### src/rtl/hcs_pkg.sv
// ----------------------------------------------------------------------------
// hcs_pkg: shared types and constants for the contrast stretch unit
// Field widths, function codes, register indexes and the control and status
// bundles that pass between the controller and the datapath.
// ----------------------------------------------------------------------------
package hcs_pkg;

  localparam int PIX_W          = 8;
  localparam int FUNC_W         = 2;
  localparam int OUT_COUNT_W    = 17;
  localparam int NUM_BINS       = 256;
  localparam int BIN_AW         = 8;
  localparam int CFG_W          = 8;
  localparam int REG_IDX_W      = 1;
  localparam int COUNT_BITS_DEF = 17;
  localparam int DIV_STEPS      = 8;
  localparam int STEP_W         = 3;

  localparam logic [PIX_W-1:0] FULL_SCALE = 8'd255;

  localparam logic [REG_IDX_W-1:0] REG_MIN_LEVEL = 1'b0;
  localparam logic [REG_IDX_W-1:0] REG_MAX_LEVEL = 1'b1;

  typedef enum logic [FUNC_W-1:0] {
    FUNC_PIXEL = 2'd0,
    FUNC_READ  = 2'd1,
    FUNC_CLEAR = 2'd2,
    FUNC_NONE  = 2'd3
  } hcs_func_t;

  typedef enum logic [1:0] {
    ST_IDLE,
    ST_LOOKUP,
    ST_DIVIDE,
    ST_FINISH
  } hcs_state_t;

  // controller to datapath
  typedef struct packed {
    logic in_ready;
    logic accept;
    logic lookup;
    logic div_step;
    logic load;
  } hcs_cmd_t;

  // datapath to controller
  typedef struct packed {
    logic is_pixel;
    logic need_div;
    logic div_last;
    logic out_free;
  } hcs_stat_t;

endpackage

### src/rtl/hcs_if.sv
// ----------------------------------------------------------------------------
// hcs_if: request and result channels of the contrast stretch unit
// Valid/ready channels; a beat moves when valid and ready are both high.
// ----------------------------------------------------------------------------
interface hcs_in_if import hcs_pkg::*; ();
  logic              valid;
  logic              ready;
  logic [FUNC_W-1:0] func;
  logic [PIX_W-1:0]  value;

  modport source (output valid, output func, output value, input ready);
  modport sink   (input valid, input func, input value, output ready);
endinterface

interface hcs_out_if import hcs_pkg::*; ();
  logic                   valid;
  logic                   ready;
  logic [PIX_W-1:0]       pixel_out;
  logic [OUT_COUNT_W-1:0] bin_count;

  modport source (output valid, output pixel_out, output bin_count, input ready);
  modport sink   (input valid, input pixel_out, input bin_count, output ready);
endinterface

### src/rtl/hcs_ram.sv
// ----------------------------------------------------------------------------
// hcs_ram: generic single-write, single-read memory
// One write port and one read port, read data registered.
// ----------------------------------------------------------------------------
module hcs_ram #(
  parameter int WIDTH = 8,
  parameter int DEPTH = 256
) (
  input  logic                     clk,
  input  logic                     we,
  input  logic [$clog2(DEPTH)-1:0] waddr,
  input  logic [WIDTH-1:0]         wdata,
  input  logic [$clog2(DEPTH)-1:0] raddr,
  output logic [WIDTH-1:0]         rdata
);

  logic [WIDTH-1:0] mem [DEPTH];

  always_ff @(posedge clk) begin
    if (we) begin
      mem[waddr] <= wdata;
    end
    rdata <= mem[raddr];
  end

endmodule

### src/rtl/hcs_ctrl.sv
// ----------------------------------------------------------------------------
// hcs_ctrl: item sequencer
// Steps each item through lookup, optional division and result hand-off.
// ----------------------------------------------------------------------------
module hcs_ctrl import hcs_pkg::*; (
  input  logic      clk,
  input  logic      rst,
  input  logic      req_valid,
  input  hcs_stat_t stat,
  output hcs_cmd_t  cmd
);

  hcs_state_t state, state_next;

  always_ff @(posedge clk) begin
    if (rst) begin
      state <= ST_IDLE;
    end else begin
      state <= state_next;
    end
  end

  always_comb begin
    state_next = state;
    unique case (state)
      ST_IDLE: begin
        if (req_valid) state_next = ST_LOOKUP;
      end
      ST_LOOKUP: begin
        state_next = (stat.is_pixel && stat.need_div) ? ST_DIVIDE : ST_FINISH;
      end
      ST_DIVIDE: begin
        if (stat.div_last) state_next = ST_FINISH;
      end
      ST_FINISH: begin
        if (stat.out_free) state_next = ST_IDLE;
      end
      default: state_next = ST_IDLE;
    endcase
  end

  always_comb begin
    cmd = '0;
    unique case (state)
      ST_IDLE: begin
        cmd.in_ready = 1'b1;
        cmd.accept   = req_valid;
      end
      ST_LOOKUP: begin
        cmd.lookup = 1'b1;
      end
      ST_DIVIDE: begin
        cmd.div_step = 1'b1;
      end
      ST_FINISH: begin
        cmd.load = stat.out_free;
      end
      default: cmd = '0;
    endcase
  end

endmodule

### src/rtl/hcs_datapath.sv
// ----------------------------------------------------------------------------
// hcs_datapath: histogram store, stretch divider and result register
// Holds the level registers, bin memory with valid bits, a restoring
// divider producing one quotient bit per step, and the output register.
// ----------------------------------------------------------------------------
module hcs_datapath import hcs_pkg::*; #(
  parameter int COUNT_BITS = COUNT_BITS_DEF
) (
  input  logic                   clk,
  input  logic                   rst,
  input  logic                   cfg_we,
  input  logic [REG_IDX_W-1:0]   cfg_index,
  input  logic [CFG_W-1:0]       cfg_data,
  input  logic [FUNC_W-1:0]      req_func,
  input  logic [PIX_W-1:0]       req_value,
  input  hcs_cmd_t               cmd,
  output hcs_stat_t              stat,
  input  logic                   out_ready,
  output logic                   out_valid,
  output logic [PIX_W-1:0]       pixel_out,
  output logic [OUT_COUNT_W-1:0] bin_count
);

  logic [PIX_W-1:0]      min_level, max_level;
  hcs_func_t             func_q;
  logic [BIN_AW-1:0]     value_q;
  logic [NUM_BINS-1:0]   bin_valid;
  logic [COUNT_BITS-1:0] ram_rdata, cur_count, inc_count, count;
  logic                  ram_we;
  logic [PIX_W-1:0]      pix, rem, num_lo, dvsr, diff;
  logic [2*PIX_W-1:0]    prod;
  logic [PIX_W:0]        trial;
  logic                  trial_ge;
  logic [STEP_W-1:0]     step;
  logic                  range_ok, above_min, at_max;

  // level registers
  always_ff @(posedge clk) begin
    if (rst) begin
      min_level <= '0;
      max_level <= FULL_SCALE;
    end else if (cfg_we) begin
      unique case (cfg_index)
        REG_MIN_LEVEL: min_level <= cfg_data;
        REG_MAX_LEVEL: max_level <= cfg_data;
      endcase
    end
  end

  always_ff @(posedge clk) begin
    if (cmd.accept) begin
      func_q  <= hcs_func_t'(req_func);
      value_q <= req_value;
    end
  end

  // bin store: read issued at accept, data ready in lookup
  assign ram_we = cmd.lookup && (func_q == FUNC_PIXEL);

  hcs_ram #(
    .WIDTH (COUNT_BITS),
    .DEPTH (NUM_BINS)
  ) u_bins (
    .clk   (clk),
    .we    (ram_we),
    .waddr (value_q),
    .wdata (inc_count),
    .raddr (req_value),
    .rdata (ram_rdata)
  );

  assign cur_count = bin_valid[value_q] ? ram_rdata : '0;
  assign inc_count = (cur_count == {COUNT_BITS{1'b1}}) ? cur_count
                                                       : cur_count + COUNT_BITS'(1);

  always_ff @(posedge clk) begin
    if (rst) begin
      bin_valid <= '0;
    end else if (cmd.lookup && func_q == FUNC_CLEAR) begin
      bin_valid <= '0;
    end else if (ram_we) begin
      bin_valid[value_q] <= 1'b1;
    end
  end

  always_ff @(posedge clk) begin
    if (cmd.lookup) begin
      count <= (func_q == FUNC_READ) ? cur_count : '0;
    end
  end

  // stretch classification
  assign range_ok  = max_level > min_level;
  assign above_min = value_q > min_level;
  assign at_max    = value_q >= max_level;
  assign diff      = value_q - min_level;
  assign prod      = {diff, {PIX_W{1'b0}}} - {{PIX_W{1'b0}}, diff};

  // restoring divider, quotient shifts into pix
  assign trial    = {rem, num_lo[PIX_W-1]};
  assign trial_ge = trial >= {1'b0, dvsr};

  always_ff @(posedge clk) begin
    if (cmd.lookup) begin
      rem    <= prod[2*PIX_W-1:PIX_W];
      num_lo <= prod[PIX_W-1:0];
      dvsr   <= max_level - min_level;
      step   <= '0;
      pix    <= (func_q == FUNC_PIXEL && range_ok && at_max) ? FULL_SCALE : '0;
    end else if (cmd.div_step) begin
      rem    <= trial_ge ? PIX_W'(trial - {1'b0, dvsr}) : trial[PIX_W-1:0];
      num_lo <= {num_lo[PIX_W-2:0], 1'b0};
      pix    <= {pix[PIX_W-2:0], trial_ge};
      step   <= step + STEP_W'(1);
    end
  end

  assign stat.is_pixel = (func_q == FUNC_PIXEL);
  assign stat.need_div = range_ok && above_min && !at_max;
  assign stat.div_last = (step == STEP_W'(DIV_STEPS - 1));
  assign stat.out_free = !out_valid || out_ready;

  // result register
  always_ff @(posedge clk) begin
    if (rst) begin
      out_valid <= 1'b0;
    end else if (cmd.load) begin
      out_valid <= 1'b1;
    end else if (out_ready) begin
      out_valid <= 1'b0;
    end
  end

  always_ff @(posedge clk) begin
    if (cmd.load) begin
      pixel_out <= pix;
    end
  end

  generate
    if (COUNT_BITS >= OUT_COUNT_W) begin : g_count_trunc
      always_ff @(posedge clk) begin
        if (cmd.load) bin_count <= count[OUT_COUNT_W-1:0];
      end
    end else begin : g_count_ext
      always_ff @(posedge clk) begin
        if (cmd.load) bin_count <= {{(OUT_COUNT_W-COUNT_BITS){1'b0}}, count};
      end
    end
  endgenerate

endmodule

### src/rtl/histogram_contrast_stretch_unit.sv
// ----------------------------------------------------------------------------
// histogram_contrast_stretch_unit: grey-level contrast stretch with histogram
// Stretches 8-bit pixels between configured min and max levels, keeps a
// 256-bin saturating histogram, and serves bin reads and histogram clears.
//
//   channel  dir  beat contents               accepted when
//   req      in   func, value                 req.valid && req.ready
//   rsp      out  pixel_out, bin_count        rsp.valid && rsp.ready
//   cfg      in   cfg_index, cfg_data         cfg_we
//
// sequencing: reads, clears and pixels outside the open range skip the divider;
// a pixel that needs the quotient passes through the restoring divider
// (one quotient bit a cycle, 8 steps) after the bin memory's registered read
// reset: rst clears the sequencer, the result register and all bin valid bits
// at once, so the histogram reads as zero right after reset with no sweep
// stalls: a finished result sits in the output register; the next item is
// taken while it waits and only its hand-off waits for rsp.ready
// ----------------------------------------------------------------------------
module histogram_contrast_stretch_unit import hcs_pkg::*; #(
  parameter int COUNT_BITS = COUNT_BITS_DEF
) (
  input  logic                 clk,
  input  logic                 rst,
  input  logic                 cfg_we,
  input  logic [REG_IDX_W-1:0] cfg_index,
  input  logic [CFG_W-1:0]     cfg_data,
  hcs_in_if.sink               req,
  hcs_out_if.source            rsp
);

  hcs_cmd_t  cmd;
  hcs_stat_t stat;

  // sequencer: idle, lookup, divide, finish
  hcs_ctrl u_ctrl (
    .clk       (clk),
    .rst       (rst),
    .req_valid (req.valid),
    .stat      (stat),
    .cmd       (cmd)
  );

  // request beat taken only when the sequencer is idle
  assign req.ready = cmd.in_ready;

  // datapath: level registers, bin store, divider, result register
  hcs_datapath #(
    .COUNT_BITS (COUNT_BITS)
  ) u_dp (
    .clk       (clk),
    .rst       (rst),
    .cfg_we    (cfg_we),
    .cfg_index (cfg_index),
    .cfg_data  (cfg_data),
    .req_func  (req.func),
    .req_value (req.value),
    .cmd       (cmd),
    .stat      (stat),
    .out_ready (rsp.ready),
    .out_valid (rsp.valid),
    .pixel_out (rsp.pixel_out),
    .bin_count (rsp.bin_count)
  );

  // block is busy right after taking a beat
  a_busy_after_accept: assert property (@(posedge clk) disable iff (rst)
    cmd.accept |=> !req.ready)
    else $error("request taken while previous item in progress");

  // every load shows up as a valid result
  a_load_valid: assert property (@(posedge clk) disable iff (rst)
    cmd.load |=> rsp.valid)
    else $error("loaded result not presented");

  // a result never appears without a load
  a_no_phantom: assert property (@(posedge clk) disable iff (rst)
    $rose(rsp.valid) |-> $past(cmd.load))
    else $error("result appeared without a load");

  // non-pixel items carry a zero pixel
  a_pixel_zero: assert property (@(posedge clk) disable iff (rst)
    (cmd.load && !stat.is_pixel) |=> (rsp.pixel_out == '0))
    else $error("non-pixel result has nonzero pixel");

endmodule
### src/flat_wrapper.sv
// flat-port wrapper written by rule: the top's interface ports become plain ports
module histogram_contrast_stretch_unit_flat import hcs_pkg::*;
#(
  parameter int COUNT_BITS = COUNT_BITS_DEF
)
  (clk, rst, cfg_we, cfg_index, cfg_data, req_valid, req_func, req_value, req_ready, rsp_valid, rsp_pixel_out, rsp_bin_count, rsp_ready);
  hcs_in_if req_i ();
  hcs_out_if rsp_i ();
  input  logic clk;
  input  logic rst;
  input  logic cfg_we;
  input  logic [REG_IDX_W-1:0] cfg_index;
  input  logic [CFG_W-1:0] cfg_data;
  input wire logic [$bits(req_i.valid)-1:0] req_valid;
  input wire logic [$bits(req_i.func)-1:0] req_func;
  input wire logic [$bits(req_i.value)-1:0] req_value;
  output wire logic [$bits(req_i.ready)-1:0] req_ready;
  output wire logic [$bits(rsp_i.valid)-1:0] rsp_valid;
  output wire logic [$bits(rsp_i.pixel_out)-1:0] rsp_pixel_out;
  output wire logic [$bits(rsp_i.bin_count)-1:0] rsp_bin_count;
  input wire logic [$bits(rsp_i.ready)-1:0] rsp_ready;
  assign req_i.valid = req_valid;
  assign req_i.func = req_func;
  assign req_i.value = req_value;
  assign req_ready = req_i.ready;
  assign rsp_valid = rsp_i.valid;
  assign rsp_pixel_out = rsp_i.pixel_out;
  assign rsp_bin_count = rsp_i.bin_count;
  assign rsp_i.ready = rsp_ready;
  histogram_contrast_stretch_unit #(.COUNT_BITS(COUNT_BITS)) u_core (.clk(clk), .rst(rst), .cfg_we(cfg_we), .cfg_index(cfg_index), .cfg_data(cfg_data), .req(req_i), .rsp(rsp_i));
endmodule
### config.mk
export PLATFORM = sky130hd
export DESIGN_NAME = histogram_contrast_stretch_unit_flat
export DESIGN_NICKNAME = d
export VERILOG_FILES = /design/src/rtl/hcs_pkg.sv /design/src/rtl/hcs_if.sv /design/src/rtl/hcs_ram.sv /design/src/rtl/hcs_ctrl.sv /design/src/rtl/hcs_datapath.sv /design/src/rtl/histogram_contrast_stretch_unit.sv /design/src/flat_wrapper.sv
export SDC_FILE = /design/constraint.sdc
export NUM_CORES = 2
export LEC_CHECK = 0
export BUFFER_PORTS_ARGS = -buffer_cell sky130_fd_sc_hd__buf_2
export CORE_MARGIN = 2
export CORE_UTILIZATION = 57
export CTS_CLUSTER_SIZE = 12
export DETAILED_ROUTE_END_ITERATION = 12
export PLACE_DENSITY_LB_ADDON = 0.08
export SLEW_MARGIN = 20
export SYNTH_ARGS = -nofsm -noshare
export SYNTH_HDL_FRONTEND = slang
export SYNTH_MEMORY_MAX_BITS = 65536
export SYNTH_SLANG_ARGS = --single-unit
### constraint.sdc
create_clock -name clk -period 14.32 [get_ports clk]
set_input_delay 1.432 -clock clk [delete_from_list [all_inputs] [get_ports clk]]
set_output_delay 1.432 -clock clk [all_outputs]
set_load 0.02 [all_outputs]
==> summary.txt <==
Outcome
  • Outcome: finished, final reports clean

Drt
  • Wire per inst: 39.43 µm
  • Vias/cell: 6.912
  • WL final: 497800 µm
  • DRT iter0 DRCs: 13.04k
  • TritonRoute pass-1 iters: 6
  • DRT antenna net count: 0
  • DR vias: 87.28k
  • Drc violations: 0

Setup path
  • Most frequent cell on the critical path: buf_4
  • Top cell family by delay on the critical path: buffers and inverters
  • Slowest stage delay, CP: 0.88 ns
  • Critical path's slowest cell: buf_4
  • CP required: 14.93 ns
  • Critical path launch point type: flop
  • WP buf/inv: 5
  • CP Cell Sequence: buf_4, buf_4, mux4_2, a22oi_1, nand4_1, a21oi_1, nor2_1, o31ai_4, buf_4, nor2_1, ha_1, nand4_1, nor2_1, and3_1, nand4_1, nand4_1, xor2_1, nor2_4, buf_4, buf_4
  • Setup CP Type: flop to flop
  • Worst path arrival time: 8.44 ns
  • CP Max Fanout: 112
  • CP endpoint kind: flop

Synthesis
  • Synth Register Bits: 4731
  • Async S/R FF share, synth: 0%
  • Synth Net Count: 7803
  • Number of synthesized flops with an enable pin: 4436
  • Combinational family with the most area after synthesis: multiplexers
  • Register area share after synthesis: 76.79%
  • Compound-Gate Fraction of Synth Area: 1.707%
  • Syn Area/Cell: 23.42 µm²
  • Dominant cell type by area after synthesis: edfxtp_1
  • Mux cell area share after synthesis: 18.70%
  • Post-Synth Simple-Gate Area: 1.267%
  • Distinct cell type count of the synthesized netlist: 60
  • Adder-cell area share of the yosys netlist: 0.3094%
  • Yosys warning count: 0
  • Post-Synth XOR/XNOR Area: 0.1354%
  • Yosys top cell area share: 73.53%
  • Top cells by area, synth: edfxtp_1 (74%), mux4_2 (19%), dfxtp_1 (3.3%), o21a_1 (1.1%), nor2_1 (0.68%)
  • Top_reg_cell synth: edfxtp_1
  • Syn Inst Count: 7736
  • Mapped Area: 181200 µm²

Clocking
  • CTS root buf: clkbuf_16
  • Clock buffer count from CTS: 471
  • CTS Buffer Depth: 4
  • CTS HTree Levels: 5
  • CTS tree: built
  • Total clock sinks: 4731
  • Resized cells post-CTS: 0
  • # hold bufs at CTS: 0
  • Post-CTS setup buffer count: 0
  • Clock Pin Slew Worst Setup and Hold Paths: 0.06 ns
  • Clk_lat worst skew: 1.00 ns

Global routing
  • GRT Resource Usage Total: 31.07%
  • Grt ovf: 0
  • Vias in the first global route: 87.11k
  • Initial antenna violation count: 10
  • Global-route wire length before repair: 689500 µm
  • Largest net degree at the start of global routing: 257

Power
  • Psw: 7.041 mW
  • Pint: 23.08 mW
  • Clock power frac: 37.3%
  • PD cells: 148.2 nW/µm²
  • Worst VDD drop: 0.0001163 V
  • Net Sw Frac: 23.37%
  • Combinational Power Share: 9.1%
  • Lkg Pwr: 63.66 nW
  • Seq pwr share: 53.6%

Die
  • FP Rows: 207
  • Starting density of the core: 57.15%
  • # IOs: 51
  • Die area: 322400 µm²
  • Die width: 567.8 µm
  • Die height: 567.8 µm
  • Core ar.: 317000 µm²

Finish
  • Fillers: 20.77k
  • Syn-to-layout area delta: 12.19%
  • Final Cell Area: 203200 µm²
  • Layout cells sized above 1: 31.71%
  • Final cell count without fillers: 12.63k
  • Area of the multi-input gates: 42050 µm²
  • Total area of sequential cells: 139100 µm²
  • NumNets Final: 8187

Placed design
  • Count of buffers from port buffering: 50
  • Post-placement cell count: 11.81k
  • Dpl cell area: 189200 µm²
  • HPWL Detailed: 271400 µm
  • Routability Congestion: 0.8568
  • Pre-CTS WS: 6.086 ns

STA
  • Final Skew: 0.05789 ns
  • Final setup margin: 6.489 ns
  • Worst Max-Slew Pin Slew: 1.422 ns
  • Max frequency: 0.1277 GHz
  • Final hold violations: 0
  • Unrepaired setup endpoints after global routing: false
  • Final min period: 7.831 ns
  • Max Slew Vio Count: 0
  • Fin Hold WS: 0.4135 ns
  • Final Setup Violations: 0
  • Period utilization: 54.68%
  • TNS Setup: 0 ns
  • Worst slew margin: 5.221%

Min path
  • Hold/Removal Path Class: flop to flop

Flow run
  • # Max-Cap Violations: 0
-- cell families (layout without fill, tap and decap cells) --
logic type,count (synthesis),count (layout)
flip-flops,4731,4731
multiplexers,1519,1519
AND/OR/NAND/NOR,525,525
buffers and inverters,470,1173
AO/OA/AOI/OAI,420,420
adder cells (fa/ha/maj),43,43
XOR/XNOR,28,28
other,0,8
-- worst paths after layout --
path	start	end	slack (ns)	cells past startpoint
worst min register to register	u_core.u_dp.count[16]	u_core.u_dp.bin_count[16]	0.41	0
worst min-delay path	u_core.u_dp.count[16]	u_core.u_dp.bin_count[16]	0.41	0
worst max register to register	u_core.u_dp.value_q[1]	u_core.u_dp.u_bins.mem[229][4]	6.49	20
worst max-delay path	u_core.u_dp.value_q[1]	u_core.u_dp.u_bins.mem[229][4]	6.49	20
-- layer usage --
metal  part of all wire (%)  GRT usage, %  vias up
met5                  0.050             0        -
met4                    3.5         9.777        4
met3                     10         7.006      774
met2                     48         48.29     4935
met1                     38         44.64    47740
li1                       -             -    33830
-- cell usage in the layout, fill, tap and decap left out, drive strengths merged, types with 5 or more instances in the layout --
master and instances:
edfxtp 4436, mux4 1492, clkbuf 643, buf 334, nor2 330, dfxtp 295, o21a 262, clkinv 134
inv 57, nand2 56, a22oi 52, ha 40, o21ai 24, nand3 22, nor2b 21, mux2i 20
a21oi 18, and2 18, nand4 17, xnor2 17, nor3 15, and3 13, xor2 11, a21o 9
nand2b 9, diode 8, a211o 8, o2bb2ai 7, mux2 7, or3 6, o22ai 6, nor3b 5
bufinv 5
-- flip-flops by register name (all words and copies together), names as in the netlist, 17 cells and up --
name                      flops
u_core.u_dp.count            17
u_core.u_dp.bin_valid       256
u_core.u_dp.u_bins.mem     4352
u_core.u_dp.bin_count        17
u_core.u_dp.u_bins.rdata     17
-- layout make-up --
| type | count | area share, % |
|---|---|---|
| clock inverter | 149 | 0.4673 |
| timing repair buffer | 334 | 1.473 |
| multi-input combinational | 2535 | 20.69 |
| sequential | 4731 | 68.45 |
| tap | 4180 | 2.573 |
| inverter | 47 | 0.08680 |
| antenna | 8 | 0.009850 |
| clock buffer | 643 | 6.251 |
-- cell usage after synthesis, drive strengths merged, types with 3 or more instances --
master	instances
o31ai	3
a21boi	4
nand3	22
a211oi	3
o41ai	3
fa	3
nor3b	5
and3	13
or3	6
buf	157
a21o	9
edfxtp	4436
xnor2	17
o21ai	24
inv	46
nor3	15
and2	18
dfxtp	295
mux2i	20
nand4	17
o2bb2ai	7
nor4	4
nand2	56
nor2	330
nor2b	21
o21a	262
ha	40
mux4	1492
and3b	3
xor2	11
a22oi	52
clkbuf	266
a31oi	4
mux2	7
a211o	8
nand2b	9
a21oi	18
o32ai	3
o22ai	6
-- stage by stage --
stage	util, %	power (mW)
final	64.11	30.13
after detailed placement	59.69	19.13
after global routing	64.11	30.94
after global placement	59.59	19.02
after CTS	64.00	30.20
after floorplan	-	18.27
-- power groups by stage --
stage	combinational, mW	sequential (mW)	clock, mW
floorplan	1.61	16.7	0
global placement	2.59	16.4	0
detailed placement	2.70	16.4	0
CTS	2.70	16.1	11.4
global route	2.92	16.1	11.9
finish	2.74	16.1	11.2
No activity file was read; power rests on OpenSTA's default activity.
